**config.mk**
```make
export PLATFORM = sky130hd
export DESIGN_NAME = kvt_ctrl
export DESIGN_NICKNAME = d
export VERILOG_FILES = /design/src/kvt_pkg.sv /design/src/kvt_ctrl.sv
export SDC_FILE = /design/constraint.sdc
export NUM_CORES = 1
export LEC_CHECK = 0
export BUFFER_PORTS_ARGS = -buffer_cell sky130_fd_sc_hd__buf_4
export CAP_MARGIN = 20
export CORE_AREA = 2 2 39 41
export DETAILED_ROUTE_END_ITERATION = 6
export DIE_AREA = 0 0 41 43
export PLACE_DENSITY = 0.41
export SYNTH_ARGS = -nofsm -noshare
export SYNTH_HDL_FRONTEND = slang
export SYNTH_SLANG_ARGS = --single-unit
```
**constraint.sdc**
```tcl
create_clock -name clk -period 1.9 [get_ports clk]
set_clock_uncertainty 0.15 [all_clocks]
set_input_delay 0.38 -clock clk [delete_from_list [all_inputs] [get_ports clk]]
set_output_delay 0.38 -clock clk [all_outputs]
set_load 0.01 [all_outputs]
```
**src/kvt_pkg.sv**
```systemverilog
// Shared types and constants for the key-value table.
`timescale 1ns / 1ps
package kvt_pkg;
  localparam int FUNC_BITS = 2;
  localparam int DATA_BITS = 64;

  localparam logic [FUNC_BITS-1:0] FUNC_GET = 2'd0;
  localparam logic [FUNC_BITS-1:0] FUNC_PUT = 2'd1;
  localparam logic [FUNC_BITS-1:0] FUNC_DEL = 2'd2;

  typedef struct packed {
    logic clear_step;
    logic accept;
    logic scan_step;
    logic act;
    logic load;
  } cmd_t;

  typedef struct packed {
    logic clear_last;
    logic scan_done;
    logic out_free;
  } status_t;
endpackage

```
**src/kvt_ctrl.sv**
```systemverilog
// Sequencing state machine of the key-value table.
`timescale 1ns / 1ps
module kvt_ctrl (
  input  logic             clk,
  input  logic             rst,
  input  logic             in_valid,
  output logic             in_stall,
  input  kvt_pkg::status_t status,
  output kvt_pkg::cmd_t    cmd
);
  localparam logic [2:0] S_CLEAR = 3'd0;
  localparam logic [2:0] S_IDLE  = 3'd1;
  localparam logic [2:0] S_SCAN  = 3'd2;
  localparam logic [2:0] S_ACT   = 3'd3;
  localparam logic [2:0] S_LOAD  = 3'd4;

  logic [2:0] state;
  logic [2:0] state_next;

  assign in_stall = (state != S_IDLE);

  always_comb begin
    cmd = '0;
    state_next = state;
    case (state)
      S_CLEAR: begin
        cmd.clear_step = 1'b1;
        if (status.clear_last) state_next = S_IDLE;
      end
      S_IDLE: begin
        if (in_valid) begin
          cmd.accept = 1'b1;
          state_next = S_SCAN;
        end
      end
      S_SCAN: begin
        cmd.scan_step = 1'b1;
        if (status.scan_done) state_next = S_ACT;
      end
      S_ACT: begin
        cmd.act = 1'b1;
        state_next = S_LOAD;
      end
      S_LOAD: begin
        if (status.out_free) begin
          cmd.load = 1'b1;
          state_next = S_IDLE;
        end
      end
      default: begin
        state_next = S_CLEAR;
      end
    endcase
  end

  always_ff @(posedge clk) begin
    if (rst) begin
      state <= S_CLEAR;
    end else begin
      state <= state_next;
    end
  end
endmodule

```
==> results.json, run 1 <==
{
  "run_status": "finished, final reports clean",
  "finalHoldViolCount": 0,
  "slew_viol_final": 0,
  "nets": 43,
  "synthTopCellsByCount": "dfxtp_1 (3), inv_1 (2), nor2_1 (2), nor3_1 (2)",
  "p_leak_nw": 0.144,
  "cts_sinks": 3,
  "fin_cells": 52,
  "ff2ff_setup_slack_ns": 0.62,
  "yosys_warnings": 0,
  "cts_setup_buffers": 0,
  "ys_seq_area_share_pct": 30.6,
  "htreeDepth": 1,
  "required_ns": 1.37,
  "ant_nets": 0,
  "drc": 0,
  "die_w_um": 41,
  "initial_core_util_pct": 14.2,
  "core_area_sq_um": 1380,
  "numPlacedInstances": 48,
  "syn_nets": 28,
  "synth_area_sq_um": 196,
  "largest_reg_flops": 3,
  "max_slew_margin_pct": 80.8,
  "final-setup-viol-count": 0,
  "antenna_found_initial": 0,
  "setup_tns_ns": 0,
  "synthDominantCellAreaShare_pct": 30.6,
  "dieArea_sq_um": 1760,
  "regMostFlops": "state",
  "synth_flop_cell": "dfxtp_1",
  "r2r_cells": 3,
  "overflow": 0,
  "period_needed_ns": 1.72,
  "cp.arrival_ns": 1.19,
  "maxCapViolCount": 0,
  "clkTransAtPathRegs_ns": 0.04,
  "ctsResizeCount": 0,
  "layout-drive-gt1-share_pct": 52.8,
  "clockBufferDepth": 2,
  "grt_max_degree": 9,
  "synth_enable_flop_cells": 0,
  "cts_tree": "done",
  "grt_pass1_wl_um": 855,
  "cts-root-buf": "clkbuf_4",
  "yosysMostFrequentCell": "dfxtp_1",
  "hold_depth": 2,
  "peakVddDrop_mv": 0.255,
  "dr_total_vias": 199,
  "routedWlPerCell_um": 9.96,
  "routed_wl_um": 518,
  "antenna_cells": 0,
  "worst_pin_slew_ns": 0.287,
  "worstSkewPairLatency_ns": 0.23,
  "globalplace.congestion": 0.678,
  "hpwl_um": 406,
  "reg_top3": "state x3",
  "syn_area_per_cell_sq_um": 8.93,
  "grt_pass1_vias": 206,
  "yosysTopAreaCell": "dfxtp_1",
  "postCtsHoldBufs": 0,
  "powerDensity_nw_per_um2": 736,
  "synth_cell_types": 17,
  "path_max_fanout": 8,
  "cts_made_buffers": 3,
  "first_pass_iters": 2,
  "drt_iter0_drc": 1,
  "ys_async_sr_fraction_pct": 0,
  "grt_setup_unrepaired": "false",
  "viasPerCell": 3.83,
  "grt_util_all_layers_pct": 7.42,
  "syn_to_final_growth_pct": 59.9,
  "fin_crit_sh_pct": 90.8,
  "portBuffers": 11,
  "fmax_mhz": 580,
  "critical_path_class": "register to output pin",
  "io_pins": 12,
  "startpoint_type": "register",
  "rows": 14,
  "synth-seq-cells": 3,
  "hp-class": "input pin to register",
  "synth_cells": 22,
  "crit_path_end_kind": "output pin",
  "synth_area_leaders": "dfxtp_1 (31%), and4bb_2 (6.4%), nor3b_2 (6.4%), and3_4 (5.7%), buf_6 (5.7%)",
  "dieHeight_um": 43
}
==> metrics by stage <==
stage          power (mW)  cell area, sq um  utilization (%)  setup slack (ns)  hold WS, ns
5_1_grt             0.257               314             22.7            0.0636        0.164
2_1_floorplan       0.101               196                -             0.575        0.299
4_1_cts             0.238               314             22.7             0.147        0.170
3_3_place_gp        0.123               288             20.8             0.479        0.413
3_5_place_dp        0.124               288             20.8             0.396        0.415
6_report            0.231               314             22.7             0.176        0.178
==> metal layers <==
| metal | vias up | track usage [%] | share of wire [%] | routed length (um) |
|---|---|---|---|---|
| li1 | 102 | - | - | - |
| met1 | 86 | 10.3 | 50 | 261 |
| met2 | 11 | 8.44 | 35 | 180 |
| met3 | 0 | 3.14 | 14 | 75 |
| met4 | 0 | 6.00 | 0 | 0 |
| met5 | - | 0 | 0 | 0 |
==> logic make-up after synthesis <==
family	count (synthesis)	synth area share [%]
multiplexers	1	5.10
flip-flops	3	30.6
AO/OA/AOI/OAI	2	7.00
buffers and inverters	3	9.56
AND/OR/NAND/NOR	13	47.8
==> placed cells by master, fill, tap and decap left out, types with 2 or more instances in the layout <==
cell / n
clkbuf_4: 3
nor2_1: 2
inv_1: 2
nor3_1: 2
buf_4: 11
dfxtp_1: 3
==> power breakdown <==
group	internal, mW	switching, mW	total, mW
sequential	0.0672	0.00712	0.0743
combinational	0.0288	0.0199	0.0487
clock	0.0785	0.0296	0.108
==> path summary, 6_finish.rpt <==
path / from / endpoint
setup / recovery: state[1] / cmd[2]
hold reg to reg: state[2] / state[2]
hold / removal: rst / state[2]
setup reg to reg: state[1] / state[0]
==> worst max-delay path, stage by stage, from the launching register on <==
cell and delay [ns]:
dfxtp_1 0.47, nor3b_1 0.31, buf_4 0.18
==> final cells by class <==
class | count | area, sq um
Clock buffer | 4 | 26.3
Fill cell | 161 | 1070
Inverter | 2 | 7.51
Multi-Input combinational cell | 16 | 118
Sequential cell | 3 | 60.1
Tap cell | 16 | 20.0
Timing Repair Buffer | 11 | 82.6
Power figures use the tool's default switching activity.
==> run 2, diff against run 1 <==
Settings changed: CTS_CLUSTER_DIAMETER set to 200.
Clock period 1.9 ns to 1.6 ns, I/O delays scaled along.
==> run 2 against run 1 <==
- via count is 2.0% higher
- total power up 21%
- core utilization up 0.99 points
- largest cell class unchanged
- worst hold slack worse by 0.067 ns
- non-clock buffer count unchanged
- die area is the same
- setup slack worse by 0.091 ns
- sequential power increased by 21%
- register-to-register slack got worse by 0.21 ns
- sequential cell count unchanged
- global-route usage grew 0.10 points
- critical path type unchanged
- routed wire length increased by 2.9%
==> results.json, run 2 (synthesis results as in run 1) <==
{
  "initial_core_util_pct": 14.2,
  "layout-drive-gt1-share_pct": 63.9,
  "hpwl_um": 406,
  "drc": 0,
  "clkTransAtPathRegs_ns": 0.04,
  "run_status": "finished, final reports clean",
  "dr_total_vias": 203,
  "rows": 14,
  "drt_iter0_drc": 2,
  "finalHoldViolCount": 0,
  "final_common_cell": "buf_4",
  "max_slew_margin_pct": 85.7,
  "cts_sinks": 3,
  "maxCapViolCount": 0,
  "peakVddDrop_mv": 0.303,
  "dieArea_sq_um": 1760,
  "routed_wl_um": 533,
  "p_leak_nw": 0.151,
  "io_pins": 12,
  "highest_layer": "met3",
  "setup_slack_ns": 0.0848,
  "required_ns": 1.13,
  "cts_made_buffers": 3,
  "grt_pass1_vias": 208,
  "reg_top3": "state x3",
  "dieHeight_um": 43,
  "antenna_cells": 0,
  "first_pass_iters": 2,
  "overflow": 0,
  "cp.arrival_ns": 1.05,
  "grt_util_all_layers_pct": 7.52,
  "core_area_sq_um": 1380,
  "routedWlPerCell_um": 10.3,
  "fin_cells": 52,
  "clockBufferDepth": 2,
  "worst_pin_slew_ns": 0.213,
  "antenna_found_initial": 0,
  "htreeDepth": 1,
  "regMostFlops": "state",
  "power.total_mw": 0.279,
  "grt_max_degree": 9,
  "cts-root-buf": "clkbuf_4",
  "critical_path_class": "register to output pin",
  "slew_viol_final": 0,
  "final-setup-viol-count": 0,
  "drt-met1-wl_um": 260,
  "hp-class": "input pin to register",
  "cts_setup_buffers": 0,
  "final_util_pct": 23.7,
  "worstSkewPairLatency_ns": 0.23,
  "globalplace.congestion": 0.678,
  "final_cell_mix": "buf_4 (11), clkbuf_4 (3), dfxtp_2 (3)",
  "largest_reg_flops": 3,
  "portBuffers": 11,
  "wl_met3_um": 75,
  "ant_nets": 0,
  "powerDensity_nw_per_um2": 850,
  "pre_cts_slack_ns": 0.156,
  "die_w_um": 41,
  "numPlacedInstances": 48,
  "nets": 43,
  "crit_path_end_kind": "output pin",
  "cts_tree": "done",
  "period_needed_ns": 1.52,
  "syn_to_final_growth_pct": 66.9,
  "hold_ws_ns": 0.111,
  "wl_met2_um": 197,
  "fmax_mhz": 660,
  "path_max_fanout": 6,
  "fin_crit_sh_pct": 94.7,
  "grt_setup_unrepaired": "false",
  "viasPerCell": 3.90,
  "dpl-instance-area_sq_um": 288,
  "setup_tns_ns": 0,
  "grt_pass1_wl_um": 869,
  "startpoint_type": "register",
  "final_design_area_no_fill_sq_um": 328
}
-- run 2: cell types whose count changed in the layout (fill, tap and decap cells not counted) --
| cell | change |
|---|---|
| nor3b_1 | -1 |
| nor2b_4 | +1 |
| nor2b_2 | -1 |
| nor3b_2 | +1 |
| dfxtp_2 | +3 |
| dfxtp_1 | -3 |
-- run 2: what timing repair did --
item | in CTS | in global routing
hold endpoints to repair | 0 | 0
endpoints found under the setup margin | 3 | 2
resized for setup | 3 | 2
hold buffers | 0 | 0
-- run 2: per-layer routing --
metal / GRT usage [%] / vias up
met5: 0 / -
met4: 6.00 / 0
met3: 3.14 / 0
met2: 8.75 / 11
met1: 10.3 / 90
li1: - / 102
-- run 2: power by group --
part	total, mW	switching [mW]	internal, mW	leakage, nW
sequential	0.0901	0.00924	0.0808	0.0258
combinational	0.0602	0.0239	0.0364	0.110
clock	0.128	0.0352	0.0932	0.0150
total	0.279	0.0683	0.210	0.151
-- run 2: path summary, 6_finish.rpt --
| path | startpoint | slack, ns | to | cells after the start |
|---|---|---|---|---|
| setup / recovery | state[0] | 0.08 | cmd[1] | 4 |
| hold / removal | rst | 0.11 | state[2] | 2 |
| setup reg to reg | state[1] | 0.41 | state[0] | 3 |
| hold reg to reg | state[2] | 0.41 | state[2] | 2 |
-- run 2: final cells by class --
cell class,instances,area (sq um)
flip-flops and latches,3,63.8
well taps,16,20.0
repair buffers,11,82.6
multi-input cells,16,128
fillers,158,1060
inverters,2,7.51
clock buffers,4,26.3
-- run 2: critical path, cell delays in order (launching register included) --
cell,delay (ns)
dfxtp_2,0.38
nor2b_4,0.18
nand2_1,0.09
inv_1,0.06
buf_4,0.11
==> run 3, diff against run 2 <==
Settings changed: ABC_AREA set to 1, PLACE_DENSITY 0.41 to 0.46.
==> run 3 against run 2 <==
- clock power about the same
- routed wire length rose by 3.0%
- combinational power grew to 6.3 times the previous value
- global-route usage decreased by 0.19 points
- final area is 21% higher
- sequential cell count is the same
- critical endpoint is now cmd[0]
- total power rose by 140%
- die area unchanged
- synthesized area rose by 34%
- count of clock-buffer cells in the layout unchanged
==> results.json, run 3 <==
{
  "run_status": "finished, final reports clean",
  "power.total_mw": 0.681,
  "initial_core_util_pct": 19.1,
  "slew_viol_final": 0,
  "numPlacedInstances": 68,
  "final-setup-viol-count": 0,
  "startpoint_type": "register",
  "drc": 0,
  "hp-class": "input pin to register",
  "maxCapViolCount": 0,
  "reg_top3": "state x3",
  "io_pins": 12,
  "ant_nets": 0,
  "ff2ff_setup_slack_ns": 0.39,
  "synthTopCellsByCount": "inv_1 (10), nand2_1 (7), nor2_1 (5)",
  "final_common_cell": "buf_4",
  "worst_pin_slew_ns": 0.185,
  "synth-seq-cells": 3,
  "synth_cell_types": 14,
  "regToRegStartpoint": "state[1]",
  "hold_end": "state[2]",
  "synth_area_leaders": "dfxtp_1 (23%), inv_1 (14%), nand2_1 (10%), nor2_4 (8.5%), nand3_2 (7.6%)",
  "hold_depth": 2,
  "path_max_fanout": 5,
  "ys_async_sr_fraction_pct": 0,
  "r2r_cells": 7,
  "hpwl_um": 423,
  "required_ns": 1.13,
  "worstSkewPairLatency_ns": 0.23,
  "clockBufferDepth": 2,
  "overflow": 0,
  "fin_crit_sh_pct": 95.0,
  "portBuffers": 11,
  "antenna_found_initial": 0,
  "postCtsHoldBufs": 0,
  "ys_seq_area_share_pct": 22.7,
  "setup_tns_ns": 0,
  "synth_area_sq_um": 264,
  "crit_path_end_kind": "output pin",
  "r2r_end": "state[1]",
  "dieArea_sq_um": 1760,
  "p_leak_nw": 0.216,
  "die_w_um": 41,
  "hold_ws_ns": 0.101,
  "largest_reg_flops": 3,
  "dieHeight_um": 43,
  "rows": 14,
  "yosysMostFrequentCell": "inv_1",
  "period_needed_ns": 1.52,
  "core_area_sq_um": 1380,
  "fin_cells": 72,
  "first_pass_iters": 2,
  "powerDensity_nw_per_um2": 1720,
  "nets": 63,
  "grt_pass1_wl_um": 793,
  "routed_wl_um": 549,
  "fillCellCount": 170,
  "globalplace.congestion": 0.628,
  "grt_max_degree": 9,
  "syn_to_final_growth_pct": 50.2,
  "finalHoldViolCount": 0,
  "viasPerCell": 3.65,
  "grt_util_all_layers_pct": 7.33,
  "synth_cells": 42,
  "cp.arrival_ns": 1.05,
  "clkTransAtPathRegs_ns": 0.04,
  "yosysTopAreaCell": "dfxtp_1",
  "routedWlPerCell_um": 7.63,
  "yosys_warnings": 0,
  "final_design_area_no_fill_sq_um": 397,
  "synth_enable_flop_cells": 0,
  "regMostFlops": "state",
  "max_slew_margin_pct": 87.5,
  "antenna_cells": 0,
  "cts-root-buf": "clkbuf_4",
  "hp-start": "rst",
  "dr_total_vias": 263,
  "syn_area_per_cell_sq_um": 6.29,
  "grt_pass1_vias": 217,
  "layout-drive-gt1-share_pct": 53.6,
  "synth_flop_cell": "dfxtp_1",
  "cts_tree": "done",
  "critical_path_class": "register to output pin",
  "drt_iter0_drc": 1,
  "final_cell_mix": "buf_4 (11), inv_1 (10), nand2_1 (7)",
  "synthDominantCellAreaShare_pct": 22.7,
  "grt_setup_unrepaired": "false",
  "fmax_mhz": 658,
  "cts_sinks": 3,
  "cts_made_buffers": 3,
  "syn_nets": 48,
  "htreeDepth": 1,
  "peakVddDrop_mv": 0.548,
  "dpl-instance-area_sq_um": 355
}
[run 3: final cells by class]
type                    count  area, sq um  area share [%]
multi-input cells          27          160            40.4
repair buffers             11         82.6            20.8
flip-flops and latches      3         66.3            16.7
inverters                  11         41.3            10.4
clock buffers               4         26.3            6.62
well taps                  16         20.0            5.05
[run 3: power breakdown]
group	internal, mW	switching, mW	total [mW]	leakage (nW)
combinational	0.173	0.209	0.382	0.175
sequential	0.112	0.0562	0.168	0.0261
clock	0.0934	0.0378	0.131	0.0150
[run 3: metrics by stage]
| stage | util (%) | worst slack, ns |
|---|---|---|
| CTS | 27.8 | 0.0435 |
| finish | 28.7 | 0.0800 |
| floorplan | - | 0.248 |
| global route | 28.7 | 0.00729 |
| detailed placement | 25.7 | 0.234 |
| global placement | 25.7 | 0.227 |
[run 3: logic make-up after synthesis]
family          share of synthesized area, %
compound gates                          1.89
buf+inv                                 19.9
flops                                   22.7
simple gates                            55.5
[run 3: worst max-delay path by stage]
stage	from	endpoint	slack, ns	depth (start not counted)
floorplan	state[2]	cmd[0]	0.25	2
global placement	state[2]	cmd[0]	0.23	3
detailed placement	state[1]	cmd[3]	0.23	4
CTS	state[0]	cmd[2]	0.04	4
global route	state[0]	cmd[3]	0.007	5
finish	state[2]	cmd[0]	0.08	3
[run 3: repair_timing]
item | in CTS | in global routing
setup buffers | 0 | 0
hold endpoints to repair | 0 | 0
pin swaps | 0 | 0
gates resized for setup | 3 | 3
endpoints found under the setup margin | 2 | 3
[run 3: layer usage]
layer	routed length [um]	part of all wire [%]	global-route usage, %
met5	0	0	0
met4	0	0	10.0
met3	38	6.9	1.57
met2	256	47	9.38
met1	253	46	8.04
[run 3: critical path, stage by stage, from the launching register on]
cell and delay (ns):
dfxtp_2 0.38, inv_1 0.08, nor4_2 0.20, buf_4 0.15
